## src/hdl/three_wire_spi_master_macros.svh

```systemverilog
// Assertion macros shared by the three-wire SPI master RTL
`ifndef THREE_WIRE_SPI_MASTER_MACROS_SVH
`define THREE_WIRE_SPI_MASTER_MACROS_SVH

// Same-cycle implication, sampled on clock, quiet during reset
`define TWS_ASSERT_NOW(label, ante, cons) \
   label: assert property (@(posedge clock) disable iff (reset) (ante) |-> (cons)) \
      else $error("tws: same-cycle check failed");

// Next-cycle implication, sampled on clock, quiet during reset
`define TWS_ASSERT_NEXT(label, ante, cons) \
   label: assert property (@(posedge clock) disable iff (reset) (ante) |=> (cons)) \
      else $error("tws: next-cycle check failed");

`endif

```

## src/hdl/tws_pkg.sv

```systemverilog
// Types and constants shared by the three-wire SPI master modules
`default_nettype none

package tws_pkg;

   localparam int ADDR_W     = 8;
   localparam int DATA_W     = 16;
   localparam int FRAME_W    = ADDR_W + DATA_W;
   localparam int CSR_W      = 16;
   localparam int CSR_IDX_W  = 1;

   // Register indexes on the csr port
   localparam logic [CSR_IDX_W-1:0] CSR_HALF_PERIOD = 1'b0;
   localparam logic [CSR_IDX_W-1:0] CSR_SETUP       = 1'b1;

   // Register reset values
   localparam logic [CSR_W-1:0] HALF_PERIOD_RESET = 16'd5;
   localparam logic [CSR_W-1:0] SETUP_RESET       = 16'd8;

   // Engine phase
   typedef enum logic [2:0] {
      PH_IDLE  = 3'd0,
      PH_LEAD  = 3'd1,
      PH_SHIFT = 3'd2,
      PH_TRAIL = 3'd3
   } tws_phase_type;

   // One tick as it arrives
   typedef struct packed {
      logic              start_req;
      logic              operation;
      logic [ADDR_W-1:0] reg_address;
      logic [DATA_W-1:0] write_data;
      logic              sdio_in;
   } tws_req_type;

   // Pin levels and status after one tick
   typedef struct packed {
      logic              sclk;
      logic              sen;
      logic              sdio_out;
      logic              sdio_drive;
      logic              busy_res;
      logic              done_res;
      logic [DATA_W-1:0] read_data;
   } tws_rsp_type;

   // Decoded control part of a queued tick
   typedef struct packed {
      logic start_req;
      logic is_read;
      logic sdio_in;
   } tws_ctl_type;

endpackage

`default_nettype wire

```

## src/hdl/tws_queue.sv

```systemverilog
// Small register FIFO used between the front, the engine and the result side
`default_nettype none

`include "three_wire_spi_master_macros.svh"

module tws_queue #(
   parameter int WIDTH = 8,
   parameter int DEPTH = 2
) (
   input  wire logic             clock,
   input  wire logic             reset,
   input  wire logic             wr_en,
   input  wire logic [WIDTH-1:0] wr_data,
   output logic                  full,
   input  wire logic             rd_en,
   output logic      [WIDTH-1:0] rd_data,
   output logic                  empty
);

   localparam int PTR_W = (DEPTH > 1) ? $clog2(DEPTH) : 1;
   localparam int CNT_W = $clog2(DEPTH + 1);

   logic [WIDTH-1:0] slot_ff [DEPTH];
   logic [PTR_W-1:0] wr_ptr_ff, wr_ptr_in;
   logic [PTR_W-1:0] rd_ptr_ff, rd_ptr_in;
   logic [CNT_W-1:0] count_ff, count_in;
   logic             wr_fire;
   logic             rd_fire;

   assign full    = (count_ff == CNT_W'(DEPTH));
   assign empty   = (count_ff == '0);
   assign wr_fire = wr_en && !full;
   assign rd_fire = rd_en && !empty;
   assign rd_data = slot_ff[rd_ptr_ff];

   // Pointer wrap and occupancy
   always_comb begin
      wr_ptr_in = wr_ptr_ff;
      rd_ptr_in = rd_ptr_ff;
      count_in  = count_ff;
      if (wr_fire) begin
         wr_ptr_in = (wr_ptr_ff == PTR_W'(DEPTH - 1)) ? '0 : wr_ptr_ff + PTR_W'(1);
      end
      if (rd_fire) begin
         rd_ptr_in = (rd_ptr_ff == PTR_W'(DEPTH - 1)) ? '0 : rd_ptr_ff + PTR_W'(1);
      end
      case ({wr_fire, rd_fire})
         2'b10:   count_in = count_ff + CNT_W'(1);
         2'b01:   count_in = count_ff - CNT_W'(1);
         default: count_in = count_ff;
      endcase
   end

   always_ff @(posedge clock) begin
      if (reset) begin
         wr_ptr_ff <= '0;
         rd_ptr_ff <= '0;
         count_ff  <= '0;
      end else begin
         wr_ptr_ff <= wr_ptr_in;
         rd_ptr_ff <= rd_ptr_in;
         count_ff  <= count_in;
      end
   end

   // Payload storage, no reset needed
   always_ff @(posedge clock) begin
      if (wr_fire) begin
         slot_ff[wr_ptr_ff] <= wr_data;
      end
   end

   `TWS_ASSERT_NEXT(a_q_fill, wr_fire && !rd_fire, count_ff == $past(count_ff) + CNT_W'(1))
   `TWS_ASSERT_NEXT(a_q_drain, rd_fire && !wr_fire, count_ff == $past(count_ff) - CNT_W'(1))
   `TWS_ASSERT_NEXT(a_q_pass, rd_fire && wr_fire, $stable(count_ff))

endmodule

`default_nettype wire

```

## src/hdl/tws_front.sv

```systemverilog
// Front end: takes ticks, decodes them and queues them for the engine
`default_nettype none

module tws_front
   import tws_pkg::*;
#(
   parameter int DEPTH     = 2
) (
   input  wire logic                           clock,
   input  wire logic                           reset,
   input  wire logic                           req_push,
   input  wire tws_req_type                    req_data,
   output logic                                req_full,
   input  wire logic                           take,
   output logic                                cmd_valid,
   output tws_ctl_type                         cmd_ctl,
   output logic [FRAME_W-1:0]                  cmd_load
);

   localparam int TOTAL_BITS = FRAME_W;
   localparam int CTL_W      = $bits(tws_ctl_type);
   localparam int ENTRY_W    = CTL_W + TOTAL_BITS;

   tws_ctl_type           ctl_dec;
   logic [TOTAL_BITS-1:0] load_dec;
   logic [ENTRY_W-1:0]    head;
   logic                  q_empty;

   // Decode: reads shift the address followed by zeros
   always_comb begin
      ctl_dec.start_req = req_data.start_req;
      ctl_dec.is_read   = req_data.operation;
      ctl_dec.sdio_in   = req_data.sdio_in;
      load_dec = {req_data.reg_address,
                  req_data.operation ? {DATA_W{1'b0}} : req_data.write_data};
   end

   tws_queue #(
      .WIDTH (ENTRY_W),
      .DEPTH (DEPTH)
   ) u_queue (
      .clock   (clock),
      .reset   (reset),
      .wr_en   (req_push),
      .wr_data ({ctl_dec, load_dec}),
      .full    (req_full),
      .rd_en   (take),
      .rd_data (head),
      .empty   (q_empty)
   );

   assign cmd_valid = !q_empty;
   assign cmd_ctl   = tws_ctl_type'(head[ENTRY_W-1:TOTAL_BITS]);
   assign cmd_load  = head[TOTAL_BITS-1:0];

endmodule

`default_nettype wire

```

## src/hdl/tws_engine.sv

```systemverilog
// Back end: SEN/SCLK/SDIO sequencer advancing one tick per step
`default_nettype none

`include "three_wire_spi_master_macros.svh"

module tws_engine
   import tws_pkg::*;
(
   input  wire logic                           clock,
   input  wire logic                           reset,
   input  wire logic                           step,
   input  wire tws_ctl_type                    cmd_ctl,
   input  wire logic [FRAME_W-1:0]             cmd_load,
   output tws_rsp_type                         result,
   input  wire logic                           csr_write_enable,
   input  wire logic [CSR_IDX_W-1:0]           csr_index,
   input  wire logic [CSR_W-1:0]               csr_write_data
);

   localparam int TOTAL_BITS = FRAME_W;
   localparam int BC_W       = $clog2(TOTAL_BITS + 1);

   logic [CSR_W-1:0]      half_ff, setup_ff;
   tws_phase_type         phase_ff, phase_in;
   logic [CSR_W-1:0]      tick_ff, tick_in;
   logic [BC_W-1:0]       bit_ff, bit_in;
   logic                  clk_high_ff, clk_high_in;
   logic [TOTAL_BITS-1:0] out_shift_ff, out_shift_in;
   logic [DATA_W-1:0]     in_shift_ff, in_shift_in;
   logic                  is_read_ff, is_read_in;

   logic [CSR_W-1:0]      limit;
   logic                  tick_done;
   logic [BC_W-1:0]       bit_inc;
   logic                  in_data_now;
   logic                  done;

   // Configuration registers
   always_ff @(posedge clock) begin
      if (reset) begin
         half_ff  <= HALF_PERIOD_RESET;
         setup_ff <= SETUP_RESET;
      end else if (csr_write_enable) begin
         case (csr_index)
            CSR_HALF_PERIOD: half_ff  <= csr_write_data;
            CSR_SETUP:       setup_ff <= csr_write_data;
            default:         ;
         endcase
      end
   end

   // Phase length for the current phase; zero counts as one
   always_comb begin
      limit = (phase_ff == PH_SHIFT) ? half_ff : setup_ff;
      if (limit == '0) begin
         limit = CSR_W'(1);
      end
   end

   assign tick_done   = ({1'b0, tick_ff} + (CSR_W + 1)'(1)) >= {1'b0, limit};
   assign bit_inc     = bit_ff + BC_W'(1);
   assign in_data_now = is_read_ff && (bit_ff >= BC_W'(ADDR_W));

   // Next state
   always_comb begin
      phase_in     = phase_ff;
      tick_in      = tick_ff;
      bit_in       = bit_ff;
      clk_high_in  = clk_high_ff;
      out_shift_in = out_shift_ff;
      in_shift_in  = in_shift_ff;
      is_read_in   = is_read_ff;
      done         = 1'b0;
      case (phase_ff)
         PH_IDLE: begin
            if (cmd_ctl.start_req) begin
               phase_in     = PH_LEAD;
               tick_in      = '0;
               bit_in       = '0;
               clk_high_in  = 1'b0;
               is_read_in   = cmd_ctl.is_read;
               out_shift_in = cmd_load;
            end
         end
         PH_LEAD: begin
            if (tick_done) begin
               phase_in    = PH_SHIFT;
               tick_in     = '0;
               clk_high_in = 1'b1;
               if (is_read_ff) begin
                  in_shift_in = '0;
               end
            end else begin
               tick_in = tick_ff + CSR_W'(1);
            end
         end
         PH_SHIFT: begin
            if (tick_done) begin
               tick_in = '0;
               if (clk_high_ff) begin
                  clk_high_in = 1'b0;
               end else begin
                  // end of low half: sample, advance one bit
                  if (in_data_now) begin
                     in_shift_in = DATA_W'({in_shift_ff, cmd_ctl.sdio_in});
                  end
                  out_shift_in = out_shift_ff << 1;
                  bit_in       = bit_inc;
                  if (bit_inc >= BC_W'(TOTAL_BITS)) begin
                     phase_in = PH_TRAIL;
                  end else begin
                     clk_high_in = 1'b1;
                  end
               end
            end else begin
               tick_in = tick_ff + CSR_W'(1);
            end
         end
         default: begin
            // trailing wait; stray codes finish the same way
            if (tick_done) begin
               phase_in    = PH_IDLE;
               tick_in     = '0;
               bit_in      = '0;
               clk_high_in = 1'b0;
               done        = 1'b1;
            end else begin
               tick_in = tick_ff + CSR_W'(1);
            end
         end
      endcase
   end

   // Pin levels after this tick
   always_comb begin
      result            = '0;
      result.sen        = 1'b1;
      result.sdio_out   = 1'b1;
      result.sdio_drive = 1'b1;
      result.done_res   = done;
      case (phase_in)
         PH_IDLE: begin
            result.read_data = in_shift_in;
         end
         PH_LEAD: begin
            result.busy_res = 1'b1;
            result.sen      = 1'b0;
            result.sdio_out = 1'b0;
         end
         PH_SHIFT: begin
            result.busy_res = 1'b1;
            result.sen      = 1'b0;
            result.sclk     = clk_high_in;
            if (is_read_in && (bit_in >= BC_W'(ADDR_W))) begin
               result.sdio_drive = 1'b0;
            end else begin
               result.sdio_out = out_shift_in[TOTAL_BITS-1];
            end
         end
         default: begin
            result.busy_res = 1'b1;
            result.sen      = 1'b0;
            if (is_read_in) begin
               result.sdio_drive = 1'b0;
            end else begin
               result.sdio_out = 1'b0;
            end
         end
      endcase
   end

   // Control state
   always_ff @(posedge clock) begin
      if (reset) begin
         phase_ff    <= PH_IDLE;
         tick_ff     <= '0;
         bit_ff      <= '0;
         clk_high_ff <= 1'b0;
         is_read_ff  <= 1'b0;
         out_shift_ff <= '0;
         in_shift_ff <= '0;
      end else if (step) begin
         phase_ff    <= phase_in;
         tick_ff     <= tick_in;
         bit_ff      <= bit_in;
         clk_high_ff <= clk_high_in;
         is_read_ff  <= is_read_in;
         out_shift_ff <= out_shift_in;
         in_shift_ff <= in_shift_in;
      end
   end

   `TWS_ASSERT_NEXT(a_start_to_lead, step && (phase_ff == PH_IDLE) && cmd_ctl.start_req, phase_ff == PH_LEAD)
   `TWS_ASSERT_NEXT(a_done_to_idle, step && result.done_res, (phase_ff == PH_IDLE) && (bit_ff == '0))
   `TWS_ASSERT_NEXT(a_hold_no_step, !step, $stable(phase_ff) && $stable(tick_ff) && $stable(bit_ff))
   `TWS_ASSERT_NOW(a_release_high, step && !result.sdio_drive, result.sdio_out && result.busy_res)

endmodule

`default_nettype wire

```

## src/hdl/three_wire_spi_master.sv

```systemverilog
// Top level of the three-wire SPI master: front queue, engine, result queue
//
//   channel   ports                                   moves
//   req       req_push / req_full / req_data          one tick of pin time
//   rsp       rsp_pop / rsp_empty / rsp_data          pin levels after that tick
//   csr       csr_write_enable / csr_index / data     timing register write
//
// One tick is taken per clock cycle while req_full is low; the engine advances
// once per cycle when a queued tick and a free result slot are both present.
// A tick is registered in the front queue and its result in the result queue,
// so a result is visible only after both writes; a full result queue delays it.
// Reset is synchronous: queues empty, engine idle, SEN high, registers 5 and 8.
// A low rsp_pop stalls the engine once the result queue fills; req_full rises
// once the front queue fills behind it.
`default_nettype none

module three_wire_spi_master
   import tws_pkg::*;
#(
   parameter int QUEUE_DEPTH = 2
) (
   input  wire logic                 clock,
   input  wire logic                 reset,
   input  wire logic                 req_push,
   input  wire tws_req_type          req_data,
   output logic                      req_full,
   input  wire logic                 rsp_pop,
   output tws_rsp_type               rsp_data,
   output logic                      rsp_empty,
   input  wire logic                 csr_write_enable,
   input  wire logic [CSR_IDX_W-1:0] csr_index,
   input  wire logic [CSR_W-1:0]     csr_write_data
);

   localparam int TOTAL_BITS = FRAME_W;

   logic                  cmd_valid;
   tws_ctl_type           cmd_ctl;
   logic [TOTAL_BITS-1:0] cmd_load;
   tws_rsp_type           result;
   logic                  out_full;
   logic                  step;

   // Engine moves when a tick waits and its result has somewhere to go
   assign step = cmd_valid && !out_full;

   tws_front #(
      .DEPTH     (QUEUE_DEPTH)
   ) u_front (
      .clock     (clock),
      .reset     (reset),
      .req_push  (req_push),
      .req_data  (req_data),
      .req_full  (req_full),
      .take      (step),
      .cmd_valid (cmd_valid),
      .cmd_ctl   (cmd_ctl),
      .cmd_load  (cmd_load)
   );

   tws_engine u_engine (
      .clock            (clock),
      .reset            (reset),
      .step             (step),
      .cmd_ctl          (cmd_ctl),
      .cmd_load         (cmd_load),
      .result           (result),
      .csr_write_enable (csr_write_enable),
      .csr_index        (csr_index),
      .csr_write_data   (csr_write_data)
   );

   // Result queue decouples the engine from the consumer
   tws_queue #(
      .WIDTH ($bits(tws_rsp_type)),
      .DEPTH (QUEUE_DEPTH)
   ) u_rsp_queue (
      .clock   (clock),
      .reset   (reset),
      .wr_en   (step),
      .wr_data (result),
      .full    (out_full),
      .rd_en   (rsp_pop),
      .rd_data (rsp_data),
      .empty   (rsp_empty)
   );

endmodule

`default_nettype wire
```

## config.mk

```make
export PLATFORM = sky130hd
export DESIGN_NAME = three_wire_spi_master
export DESIGN_NICKNAME = d
export VERILOG_FILES = /design/src/hdl/tws_pkg.sv /design/src/hdl/tws_queue.sv /design/src/hdl/tws_front.sv /design/src/hdl/tws_engine.sv /design/src/hdl/three_wire_spi_master.sv
export VERILOG_INCLUDE_DIRS = /design/src /design/src/hdl
export SDC_FILE = /design/constraint.sdc
export NUM_CORES = 1
export LEC_CHECK = 0
export ABC_CLOCK_PERIOD_IN_PS = 8050
export BUFFER_PORTS_ARGS = -buffer_cell sky130_fd_sc_hd__buf_2
export CORE_UTILIZATION = 30
export CTS_BUF_LIST = sky130_fd_sc_hd__clkbuf_8
export DETAILED_ROUTE_END_ITERATION = 16
export RECOVER_POWER = 50
export SLEW_MARGIN = 10
export SYNTH_ARGS = -nofsm -noshare
export SYNTH_HDL_FRONTEND = slang
export SYNTH_SLANG_ARGS = --single-unit
```

## constraint.sdc

```tcl
create_clock -name clock -period 8.05 [get_ports clock]
set_input_delay 1.61 -clock clock [delete_from_list [all_inputs] [get_ports clock]]
set_output_delay 1.61 -clock clock [all_outputs]
set_load 0.02 [all_outputs]
```

**Word level (Yosys, flattened, before mapping)**

Memory sizes are Yosys's and may differ from the RTL's. A register that Yosys moved wholly into a read port is not among the register bits.
Cells that the tools add are included.

- Add/subtract/negate cells: 11
- $lt $le $gt $ge: 4
- Equality and inequality tests: 13
- Multiplexer cells: 62
- Bitwise gates (word level): 1
- Reduce and logical (&&, ||, !) cells: 25

Operator list:

| cell | count |
|---|---|
| $mux W16 | 12 |
| $mux W24 | 3 |
| $pmux W24 S2 | 1 |
| $pmux W16 S2 | 1 |
| $mux W1 | 28 |
| $mux W5 | 4 |
| $mux W3 | 6 |
| $add A16 B1 Y17 const B | 1 |
| $ge A17 B16 Y1 | 1 |
| $add A16 B1 Y16 const B | 1 |
| $logic_not A16 Y1 | 1 |
| $pmux W5 S3 | 1 |
| $ge A5 B4 Y1 const B | 2 |
| $pmux W3 S3 | 1 |
| $eq A2 B2 Y1 const B | 4 |
| $pmux W2 S2 | 2 |
| $logic_and A1 B1 Y1 | 7 |
| $eq A3 B1 Y1 const B | 2 |
| $eq A3 B2 Y1 const B | 2 |
| $logic_not A3 Y1 | 2 |
| $pmux W2 S3 | 1 |
| $reduce_and A2 Y1 | 3 |
| $reduce_bool A2 Y1 | 3 |
| $add A5 B1 Y5 const B | 1 |
| 15 further kinds | 26 |

- Flip-flop bits (word level): 106
- Bits in writable memories: 98
- Word-level logic and storage cells: 134
- Memories kept: 2

Memories:

| memory | depth | bits a word | read ports | clocked after Yosys merged registers in | write ports | line | source |
|---|---|---|---|---|---|---|---|
| u_front.u_queue.slot_ff | 2 | 27 | 1 | 1 | 1 | tws_queue.sv:23 | `logic [WIDTH-1:0] slot_ff [DEPTH];` |
| u_rsp_queue.slot_ff | 2 | 22 | 1 | 1 | 1 | tws_queue.sv:23 |  |

**Depth between registers and ports, before layout**

Gate-level depths: netlist of run 1.

- Word-level depth: 11
- Gate-level depth with buffers: 20

**Modules after synthesis**

Synthesis of run 1 repeated with hierarchy kept, for this count alone.

- Cell total of the unflattened synthesis: 862
- Area total of the unflattened synthesis: 9318.9 um^2

By module, submodules not included:

| module | instances | cells each | area an instance (um^2) | seq. area each (um^2) |
|---|---|---|---|---|
| tws_engine | 1 | 639 | 5190.0 | 1961.9 |
| tws_queue at u_front.u_queue | 1 | 110 | 2164.6 | 1721.7 |
| tws_queue at u_rsp_queue | 1 | 94 | 1803.0 | 1421.4 |
| tws_front | 1 | 18 | 147.6 | 0.0 |
| three_wire_spi_master | 1 | 1 | 13.8 | 0.0 |

**Worst setup path after synthesis of run 1**

Ideal clock, no wire load.

- Path type: register to register
- Start point: register u_engine.phase_ff[0]
- End point: memory u_rsp_queue.slot_ff[0][18] in the netlist's numbering, data pin
- Setup time: 0.265 ns
- Arrival time: 4.211 ns
- Setup slack: 3.574 ns
- Cell stages (with the launch flop): 20
- Cell sequence: dfxtp_1 -> buf_2 -> nand2b_1 -> clkbuf_1 -> nor2_2 -> buf_2 -> mux2i_1 -> nand4_1 -> or4_1 -> nand3_1 -> ha_1 -> nand2b_1 -> a21oi_1 -> nor3_1 -> o31a_1 -> buf_2 -> or3_1 -> o221ai_1 -> nor4b_1 -> a311o_1

RTL lines:

| item | line | source |
|---|---|---|
| from (decl) | tws_engine.sv:24 | `tws_phase_type phase_ff, phase_in;` |
| from (signal assigned) | tws_engine.sv:183 | `phase_ff <= phase_in;` |
| to (decl) | tws_queue.sv:23 |  |

==> impl_metrics.csv, run 1 <==
group,metric,value,unit
detailed_routing,antenna_left,0,
timing,finalHoldViolCount,0,
place,dp_cells,1293,
timing,worst_hold_slack,0.454,ns
outcome,status,"finished, violations left",
place,dp_hpwl,13100,microns
timing,setup_viol,0,
clock_tree,post_cts_resized,0,
synthesis,syn_area,0.00928,sq mm
floorplan,die_w,178,microns
synthesis,synth-edff-count,98,
worst_hold_path,worstHoldStart,"u_engine.setup_ff[13]",
timing,maxSlewViolCount,151,
floorplan,start_util,30.4,%
power_and_ir_drop,vdd_drop_max,0.000158,V
detailed_routing,finalWirelength,20200,microns
clock_tree,cts_hold_buf,0,
worst_hold_path,holdPathEnd,"u_engine.setup_ff[13]",
critical_path,criticalPathCategory,"input pin to register",
finish,regArea,0.00510,sq mm
synthesis,synthFlopType,"dfxtp_1",
critical_path,cp_slowest_cell,"clkbuf_1",
critical_path,critPathRequiredTime,8.45,ns
finish,fillers,3079,
global_routing,grt_max_degree,95,
synthesis,synth_cells,870,
timing,relSlewSlack,-221,%
finish,multi_input_area,0.00388,sq mm
timing,tns,0,ns
clock_tree,clock_latency,0.54,ns
critical_path,critPathLaunchType,"input pin",
synthesis,synth_warnings,0,
finish,fin_area,0.0107,sq mm
timing,period_minus_slack,5.93,ns
critical_path,arrival,6.34,ns
detailed_routing,wl_per_cell,14.9,microns
clock_tree,cts.clk_slew.worst_paths,0.06,ns
critical_path,rrSetupSlack,2.41,ns
clock_tree,cts_tree,"yes",
finish,final_nets,1005,
place,gp_congestion,0.855,
critical_path,cp_top_family,"buffers and inverters",
clock_tree,clock_path_buffers,3,
critical_path,crit_buf_inv,1,
floorplan,core.rowCount,64,
detailed_routing,drtIter0Drc,513,
global_routing,grt_overflow,0,
power_and_ir_drop,leakagePower,3.83,nW
clock_tree,cts_made_buffers,36,
global_routing,track_usage,12.9,%
floorplan,fp.dieH,178,microns
detailed_routing,num_vias,6606,
place,dp_slack,2.44,ns
detailed_routing,vias_per_cell,4.86,
power_and_ir_drop,power.density,310,mW/mm^2
clock_tree,cts_sinks,206,
timing,worst_slack,2.12,ns
critical_path,regToRegEndpoint,"u_engine.in_shift_ff[4]",
finish,num_antenna_cells,0,
critical_path,path_cells,"clkbuf_1, nor2_1, and2_0, a22o_1",
job,cap_violations,3,
critical_path,critPathLaunch,"reset",
global_routing,antenna_found_initial,1,
detailed_routing,drtPass1Iterations,5,
critical_path,crit_fanout,94,
timing,tightestPinTransition,4.81,ns
outcome,violations,"max-capacitance violations, max-slew violations",
global_routing,grt_pass1_vias,6439,
worst_hold_path,min_path_type,"register to register",
timing,rsz0062_at_grt,"false",
timing,max_freq,169,MHz
detailed_routing,drc_errors,0,
timing,final.period_utilization,73.7,%
place,port_buffers,72,
clock_tree,cts_setup_buffers,0,
floorplan,core-area,0.0305,sq mm
critical_path,rr_worst_depth,15,
floorplan,ios,73,
worst_hold_path,worstHoldPathCells,2,
finish,layoutNonFillerInstCount,1359,
synthesis,synth_cell_types,58,
clock_tree,cts_root_buffer,"clkbuf_8",
clock_tree,cts-htree-levels,2,
critical_path,crit-reg2reg-launch,"u_engine.phase_ff[1]",
global_routing,grt_pass1_wl,32600,microns
place,place_area,0.00996,sq mm
synthesis,avgSynthCellArea,10.7,sq um
floorplan,dieArea,0.0316,sq mm
synthesis,synth.net_count,940,
critical_path,max_stage_delay,3.32,ns
synthesis,ys_ff_latch,206,
synthesis,synth_seq_area_share,55.0,%
timing,final.setup_skew,0.0409,ns
finish,area_growth,15.0,%
finish,drive_above_1_share,18.3,%
synthesis,async_reset_ff_share,0,%
critical_path,critPathCaptureType,"register",
[flip-flops by register name, indices dropped and copies added (netlist names), named ones only]
name                       count
u_engine.is_read_ff            1
u_engine.phase_ff              3
u_engine.in_shift_ff          16
u_engine.tick_ff              16
u_front.u_queue.rd_ptr_ff      1
u_engine.half_ff              16
u_rsp_queue.count_ff           2
u_front.u_queue.count_ff       2
u_rsp_queue.wr_ptr_ff          1
u_engine.bit_ff                5
u_engine.clk_high_ff           1
u_front.u_queue.slot_ff       54
u_rsp_queue.slot_ff           44
u_front.u_queue.wr_ptr_ff      1
u_engine.setup_ff             16
u_engine.out_shift_ff         24
u_rsp_queue.rd_ptr_ff          1
[layout by cell type, fill, tap and decap left out, types with 4 or more instances in the layout]
cell and instances:
mux2_2 24, nor3_1 8, dfxtp_1 108, buf_2 65
nand3_1 19, xnor2_1 15, a211oi_1 9, or3_1 5
nand2b_1 8, xor2_1 7, buf_4 4, and3_1 4
ha_1 21, a21oi_1 81, nand4_1 6, mux2i_1 40
edfxtp_1 98, nand3b_1 8, a211oi_2 18, nor2b_1 19
inv_1 27, clkinv_2 5, a22oi_1 26, nor2_1 107
nand2_1 89, clkbuf_8 39, o21ai_0 17, a22o_1 15
clkbuf_1 11
[cell type report]
cell class	instances	area share (%)
well taps	396	4.64
clock buffers	39	5.03
repair buffers	80	3.72
flip-flops and latches	206	47.8
clock inverters	27	1.93
inverters	13	0.457
multi-input cells	598	36.4
[synth_stat cells, types with 9 or more instances]
library cell | n | area, sq um
a211oi_1 | 9 | 67.6
a211oi_2 | 18 | 225
a21oi_1 | 81 | 405
a22o_1 | 15 | 131
a22oi_1 | 26 | 195
buf_2 | 14 | 70.1
clkbuf_1 | 28 | 105
dfxtp_1 | 108 | 2160
edfxtp_1 | 98 | 2940
ha_1 | 21 | 263
inv_1 | 13 | 48.8
mux2_2 | 24 | 270
mux2i_1 | 40 | 400
nand2_1 | 89 | 334
nand3_1 | 19 | 95.1
nor2_1 | 109 | 409
nor2b_1 | 19 | 119
o21ai_0 | 17 | 85.1
xnor2_1 | 15 | 131
[worst min-delay path, cell delays in order, from the launching register on]
cell     delay (ns)
dfxtp_1        0.31
nand2_1        0.05
a21oi_1        0.05
[kinds of logic after synthesis]
group                    share of synthesized area (%)
multiplexers                                      7.23
flip-flops                                        55.0
XOR/XNOR                                          2.08
AO/OA/AOI/OAI                                     15.3
buffers and inverters                             3.18
adder cells (fa/ha/maj)                           2.83
AND/OR/NAND/NOR                                   14.4
[power by group]
group / internal, W / switching (W)
logic: 0.000330 / 0.000570
clock network: 0.000548 / 0.000429
registers: 0.00133 / 0.0000989
[metrics by stage]
| stage | utilization (%) | total power [W] |
|---|---|---|
| floorplan | - | 0.00212 |
| global placement | 32.6 | 0.00235 |
| detailed placement | 32.6 | 0.00237 |
| CTS | 35.1 | 0.00336 |
| global route | 35.0 | 0.00351 |
| finish | 35.0 | 0.00331 |
[per-layer routing]
metal  part of all wire, %  GRT usage (%)
met1                    47           16.7
met2                    47           21.2
met3                   5.1           2.91
met4                   1.8           4.24
met5                 0.064              0
[how the worst max path moves through the flow]
stage               slack, ns  depth (start not counted)                    endpoint
floorplan                3.57                         19  u_rsp_queue.slot_ff[0][18]
global placement         2.66                         15     u_engine.in_shift_ff[7]
detailed placement       2.44                         15     u_engine.in_shift_ff[6]
CTS                      2.43                         15    u_engine.in_shift_ff[15]
global route             1.57                          4    u_engine.in_shift_ff[15]
finish                   2.12                          4     u_engine.in_shift_ff[4]
No activity file was read; power rests on OpenSTA's default activity.
==> run 2: changes to the inputs <==
--- a/config.mk
+++ b/config.mk
@@ -6,7 +6,8 @@
 export SDC_FILE = /design/constraint.sdc
 export NUM_CORES = 1
 export LEC_CHECK = 0
-export ABC_CLOCK_PERIOD_IN_PS = 8050
+export ABC_AREA = 1
+export ABC_CLOCK_PERIOD_IN_PS = 5800
 export BUFFER_PORTS_ARGS = -buffer_cell sky130_fd_sc_hd__buf_2
 export CORE_UTILIZATION = 30
 export CTS_BUF_LIST = sky130_fd_sc_hd__clkbuf_8
==> constraint.sdc (replaced) <==
create_clock -name clock -period 5.8 [get_ports clock]
set_input_delay 1.16 -clock clock [delete_from_list [all_inputs] [get_ports clock]]
set_output_delay 1.16 -clock clock [all_outputs]
set_load 0.02 [all_outputs]
==> impl_metrics.csv, run 2 <==
group,metric,value,unit
place,dp_slack,1.61,ns
detailed_routing,drc_errors,0,
finish,largest_reg_flops,54,
place,dp_hpwl,14800,microns
floorplan,fp.dieH,186,microns
clock_tree,clock_latency,0.55,ns
critical_path,max_stage_delay,1.87,ns
critical_path,arrival,4.92,ns
global_routing,gr-usage-met3,2.56,%
clock_tree,cts_tree,"yes",
timing,maxSlewViolCount,256,
synthesis,async_reset_ff_share,0,%
job,cap_violations,7,
timing,setup_viol,0,
floorplan,ios,73,
floorplan,start_util,30.8,%
timing,max_freq,223,MHz
outcome,status,"finished, violations left",
synthesis,syn_area,0.0101,sq mm
global_routing,grt_pass1_wl,37500,microns
finish,final_cell_mix,"nand2_1 (239), nor2_1 (143), o21ai_0 (109)",
synthesis,synth_cell_types,42,
power_and_ir_drop,vdd_drop_max,0.000171,V
global_routing,use_met1,17.8,%
detailed_routing,vias_per_cell,4.69,
worst_hold_path,min_path_type,"register to register",
detailed_routing,drtPass1Iterations,6,
finish,largest_register,"u_front.u_queue.slot_ff",
critical_path,crit_fanout,61,
clock_tree,cts_sinks,206,
floorplan,die_w,186,microns
clock_tree,cts_root_buffer,"clkbuf_8",
detailed_routing,antenna_left,0,
clock_tree,clock_path_buffers,3,
power_and_ir_drop,power,0.00543,W
timing,tightestPinTransition,2.61,ns
synthesis,avgSynthCellArea,8.72,sq um
finish,utilization,35.1,%
synthesis,synth-edff-count,98,
critical_path,critPathCaptureType,"register",
synthesis,ys_ff_latch,206,
finish,final_nets,1296,
timing,worst_slack,1.31,ns
synthesis,synth_compound_gate_area_share,13.8,%
finish,final_common_cell,"nand2_1",
synthesis,synth_top_family_by_area,"simple AND/OR/NAND/NOR gates",
synthesis,synth_xor_area_share,1.30,%
synthesis,synthTopCellsByArea,"edfxtp_1 (29%), dfxtp_1 (21%), nand2_1 (8.9%)",
critical_path,critPathLaunchType,"input pin",
global_routing,use_met2,22.7,%
clock_tree,cts_setup_buffers,0,
timing,period_minus_slack,4.49,ns
critical_path,path_cells,"buf_2, clkbuf_1, inv_1, clkbuf_1, o21ai_0, a21oi_1",
finish,drive_above_1_share,14.0,%
critical_path,criticalPathCategory,"input pin to register",
synthesis,synth_common_cells,"nand2_1 (239), nor2_1 (145), o21ai_0 (109)",
timing,tns,0,ns
timing,finalHoldViolCount,0,
synthesis,synthFlopType,"dfxtp_1",
timing,rsz0062_at_grt,"false",
timing,relSlewSlack,-74.3,%
clock_tree,cts_made_buffers,37,
detailed_routing,num_vias,7961,
timing,final.setup_skew,0.0420,ns
power_and_ir_drop,leakagePower,4.69,nW
clock_tree,post_cts_resized,0,
global_routing,grt_overflow,0,
place,gp_congestion,0.837,
power_and_ir_drop,power.density,471,mW/mm^2
finish,area_growth,13.9,%
synthesis,synth_most_common_cell,"nand2_1",
detailed_routing,finalWirelength,23400,microns
global_routing,track_usage,13.6,%
finish,num_antenna_cells,0,
synthesis,synth_top_cell_area_share,29.1,%
critical_path,cp_slowest_cell,"clkbuf_1",
global_routing,grt_max_degree,62,
synthesis,synth_warnings,0,
outcome,violations,"max-capacitance violations, max-slew violations",
clock_tree,cts-htree-levels,2,
floorplan,core-area,0.0329,sq mm
clock_tree,cts.clk_slew.worst_paths,0.05,ns
floorplan,dieArea,0.0345,sq mm
synthesis,synth_mux_area_share,7.10,%
critical_path,cpMostUsedCell,"clkbuf_1",
place,port_buffers,72,
synthesis,yosys.area_share.simple,18.2,%
synthesis,synth_seq_area_share,50.4,%
synthesis,netlist.top_cell.by_area,"edfxtp_1",
timing,final.period_utilization,77.4,%
global_routing,antenna_found_initial,0,
finish,top_regs,"u_front.u_queue.slot_ff: 54 flops, u_rsp_queue.slot_ff: 44 flops, u_engine.out_shift_ff: 24 flops",
finish,fin_area,0.0115,sq mm
synthesis,synth_fa_ha_area_share,2.60,%
detailed_routing,wl_per_cell,13.8,microns
detailed_routing,drtIter0Drc,528,
synthesis,synth_cells,1161,
global_routing,grt_pass1_vias,7391,
clock_tree,cts_hold_buf,0,
synthesis,synth.net_count,1231,
critical_path,critPathRequiredTime,6.23,ns
floorplan,core.rowCount,66,
global_routing,grt_most_used_layer,"met2",
place,place_area,0.0108,sq mm
-- run 2: path summary, 6_finish.rpt --
kind | from | slack (ns) | cells past startpoint | endpoint
worst max-delay path | reset | 1.31 | 6 | register
worst min-delay path | u_rsp_queue.rd_ptr_ff | 0.45 | 1 | register
worst max register to register | u_engine.phase_ff[1] | 1.57 | 17 | u_rsp_queue.slot_ff[1][14]
worst min register to register | u_rsp_queue.rd_ptr_ff | 0.45 | 1 | register
-- run 2: critical path, delay by kind of cell --
kind,cells,cell delay [ns]
buffers and inverters,4,3.04
AOI/OAI and AO/OA,2,0.66
-- run 2: through the flow --
| step | cells | hold slack, ns |
|---|---|---|
| 2_1_floorplan | 1161 | 0.425 |
| 3_3_place_gp | 1629 | 0.435 |
| 3_5_place_dp | 1629 | 0.443 |
| 4_1_cts | 1696 | 0.449 |
| 5_1_grt | 1696 | 0.476 |
| 6_report | 1696 | 0.453 |
-- run 2: final cells by class --
type / instances / area (sq um)
fill: 3482 / 21300
sequential: 206 / 5100
multi-input combinational: 799 / 4360
clock buffer: 42 / 578
tap: 442 / 553
timing repair buffer: 82 / 402
inverter: 100 / 375
clock inverter: 25 / 153
-- run 2: logic make-up after synthesis --
family / count (synthesis)
flip-flops: 206
buffers and inverters: 156
XOR/XNOR: 15
adder cells (fa/ha/maj): 21
AND/OR/NAND/NOR: 445
multiplexers: 69
AO/OA/AOI/OAI: 249
-- run 2: routing by layer --
metal / vias to the layer above / wire [microns]
li1: 4066 / -
met1: 3715 / 11100
met2: 143 / 10900
met3: 37 / 920
met4: 0 / 414
met5: - / 0
-- run 2: power breakdown --
| group | internal [W] | leakage [nW] | switching, W |
|---|---|---|---|
| combinational | 0.000633 | 2.46 | 0.00128 |
| clock | 0.000718 | 0.426 | 0.000622 |
| sequential | 0.00195 | 1.81 | 0.000230 |
| total | 0.00330 | 4.69 | 0.00213 |
==> run 3: changes to the inputs <==
--- a/config.mk
+++ b/config.mk
@@ -7,7 +7,7 @@
 export NUM_CORES = 1
 export LEC_CHECK = 0
 export ABC_AREA = 1
-export ABC_CLOCK_PERIOD_IN_PS = 5800
+export ABC_CLOCK_PERIOD_IN_PS = 3700
 export BUFFER_PORTS_ARGS = -buffer_cell sky130_fd_sc_hd__buf_2
 export CORE_UTILIZATION = 30
 export CTS_BUF_LIST = sky130_fd_sc_hd__clkbuf_8
==> constraint.sdc (replaced) <==
create_clock -name clock -period 3.7 [get_ports clock]
set_input_delay 0.74 -clock clock [delete_from_list [all_inputs] [get_ports clock]]
set_output_delay 0.74 -clock clock [all_outputs]
set_load 0.02 [all_outputs]
==> impl_metrics.csv, run 3 (synthesized netlist as in run 2, its figures left out) <==
group,metric,value,unit
global_routing,antenna_found_initial,0,
place,port_buffers,72,
global_routing,use_met1,17.1,%
critical_path,critPathCaptureType,"register",
critical_path,path_cells,"nor2_2, nand2_2, buf_12, mux2i_1, nand4_1, o41ai_2, ha_1, nand4_1, nor2_1, nand2_1, nand3_2, nor2_4, nand2_8, nand2_4, nand2_4, nand3_4, nand3_4, a31oi_1",
critical_path,critPathRequiredTime,4.04,ns
global_routing,grt_overflow,0,
critical_path,rrSetupSlack,0.27,ns
floorplan,die_w,186,microns
power_and_ir_drop,leakagePower,4.83,nW
outcome,violations,"max-capacitance violations, max-slew violations",
critical_path,crit_fanout,24,
power_and_ir_drop,vdd_drop_max,0.000306,V
power_and_ir_drop,power.density,727,mW/mm^2
timing,max_freq,291,MHz
worst_hold_path,min_path_type,"input pin to register",
place,dp_hpwl,15000,microns
critical_path,criticalPathCategory,"register to register",
floorplan,ios,73,
finish,largest_reg_flops,54,
critical_path,regToRegEndpoint,"u_rsp_queue.slot_ff[1][11]",
critical_path,rr_worst_depth,18,
finish,drive_above_1_share,15.8,%
place,gp_congestion,0.838,
detailed_routing,drtIter0Drc,478,
clock_tree,cts-htree-levels,2,
critical_path,cp_slowest_cell,"dfxtp_1",
floorplan,core-area,0.0329,sq mm
timing,finalHoldViolCount,0,
global_routing,grt_pass1_wl,37900,microns
finish,final_cell_mix,"nand2_1 (238), nor2_1 (140), inv_1 (109), o21ai_0 (109), dfxtp_1 (107)",
timing,period_minus_slack,3.43,ns
timing,relSlewSlack,-9.77,%
critical_path,crit-reg2reg-launch,"u_engine.phase_ff[2]",
critical_path,critPathLaunch,"u_engine.phase_ff[2]",
detailed_routing,num_vias,8035,
finish,final_common_cell,"nand2_1",
critical_path,critical_path_depth,18,
clock_tree,clock_latency,0.55,ns
floorplan,dieArea,0.0345,sq mm
clock_tree,cts_made_buffers,38,
timing,setup_viol,0,
global_routing,grt_max_degree,45,
detailed_routing,finalWirelength,23400,microns
global_routing,gr-usage-met3,2.74,%
timing,tightestPinTransition,1.65,ns
global_routing,grt_most_used_layer,"met2",
detailed_routing,vias_per_cell,4.68,
detailed_routing,wl_per_cell,13.6,microns
power_and_ir_drop,power,0.00857,W
finish,largest_register,"u_front.u_queue.slot_ff",
global_routing,track_usage,13.6,%
clock_tree,clock_path_buffers,3,
critical_path,max_stage_delay,0.43,ns
floorplan,core.rowCount,66,
clock_tree,cts_sinks,206,
detailed_routing,drtPass1Iterations,5,
detailed_routing,antenna_left,0,
critical_path,crit_buf_inv,1,
job,cap_violations,2,
timing,tns,0,ns
clock_tree,cts_root_buffer,"clkbuf_8",
timing,rsz0062_at_grt,"false",
critical_path,cp_top_family,"simple AND/OR/NAND/NOR gates",
floorplan,fp.dieH,186,microns
detailed_routing,drc_errors,0,
global_routing,grt_pass1_vias,7678,
floorplan,start_util,30.8,%
finish,num_antenna_cells,0,
finish,final_nets,1316,
finish,area_growth,16.4,%
global_routing,use_met2,23.3,%
critical_path,critPathCapture,"u_rsp_queue.slot_ff[1][11]",
critical_path,critPathLaunchType,"register",
finish,top_regs,"u_front.u_queue.slot_ff: 54 flops, u_rsp_queue.slot_ff: 44 flops, u_engine.out_shift_ff: 24 flops",
timing,maxSlewViolCount,56,
outcome,status,"finished, violations left",
critical_path,arrival,3.77,ns
clock_tree,cts_tree,"yes",
timing,final.setup_skew,0.0363,ns
clock_tree,cts.clk_slew.worst_paths,0.06,ns
timing,final.period_utilization,92.8,%
## run 3: layout make-up
cell class	instances	area, sq um
inverter	100	378
multi-input combinational	800	4440
clock buffer	40	551
tap	442	553
fill	3433	21100
timing repair buffer	100	573
sequential	206	5110
clock inverter	29	173
## run 3: metal layers
layer / vias to the layer above / wire, microns
met2: 174 / 10900
li1: 4113 / -
met5: - / 0
met3: 44 / 1140
met4: 0 / 504
met1: 3704 / 10900
## run 3: power breakdown
group / switching [W] / internal (W)
Sequential: 0.000322 / 0.00306
Combinational: 0.00207 / 0.00107
Clock: 0.000955 / 0.00109
## run 3: through the flow
step / cells / worst slack (ns) / hold WS (ns) / cell area, sq um / utilization [%]
finish: 1717 / 0.268 / 0.381 / 11800 / 35.8
global route: 1717 / 0.0107 / 0.350 / 11800 / 35.8
CTS: 1714 / 0.0759 / 0.346 / 11700 / 35.6
detailed placement: 1645 / 0.153 / 0.440 / 11000 / 33.4
global placement: 1645 / 0.254 / 0.435 / 11000 / 33.4
floorplan: 1161 / 0.629 / 0.425 / 10100 / -
## run 3: worst min-delay path by stage
| stage | start | end | slack, ns | cells past startpoint |
|---|---|---|---|---|
| 6_report | req_data[17] | u_front.u_queue.slot_ff[0][16] | 0.38 | 1 |
| 5_1_grt | req_data[17] | u_front.u_queue.slot_ff[1][16] | 0.35 | 1 |
| 4_1_cts | req_data[17] | u_front.u_queue.slot_ff[1][16] | 0.35 | 1 |
| 3_5_place_dp | u_rsp_queue.rd_ptr_ff | register | 0.44 | 1 |
| 3_3_place_gp | u_rsp_queue.rd_ptr_ff | u_rsp_queue.rd_ptr_ff | 0.44 | 1 |
| 2_1_floorplan | u_engine.half_ff[1] | u_engine.half_ff[1] | 0.42 | 2 |
## run 3: repair_timing
action / in CTS / in global routing
setup endpoints to repair: 0 / 91
hold buffers: 0 / 0
gates resized for setup: 0 / 16
setup buffers: 0 / 2
## run 3: worst register-to-register path, stage by stage, from the launching register on
cell	delay [ns]
dfxtp_1	0.43
nor2_2	0.07
nand2_2	0.08
buf_12	0.18
mux2i_1	0.29
nand4_1	0.13
o41ai_2	0.37
ha_1	0.29
nand4_1	0.09
nor2_1	0.04
nand2_1	0.06
nand3_2	0.08
nor2_4	0.19
nand2_8	0.12
nand2_4	0.12
nand2_4	0.08
nand3_4	0.14
nand3_4	0.20
a31oi_1	0.29
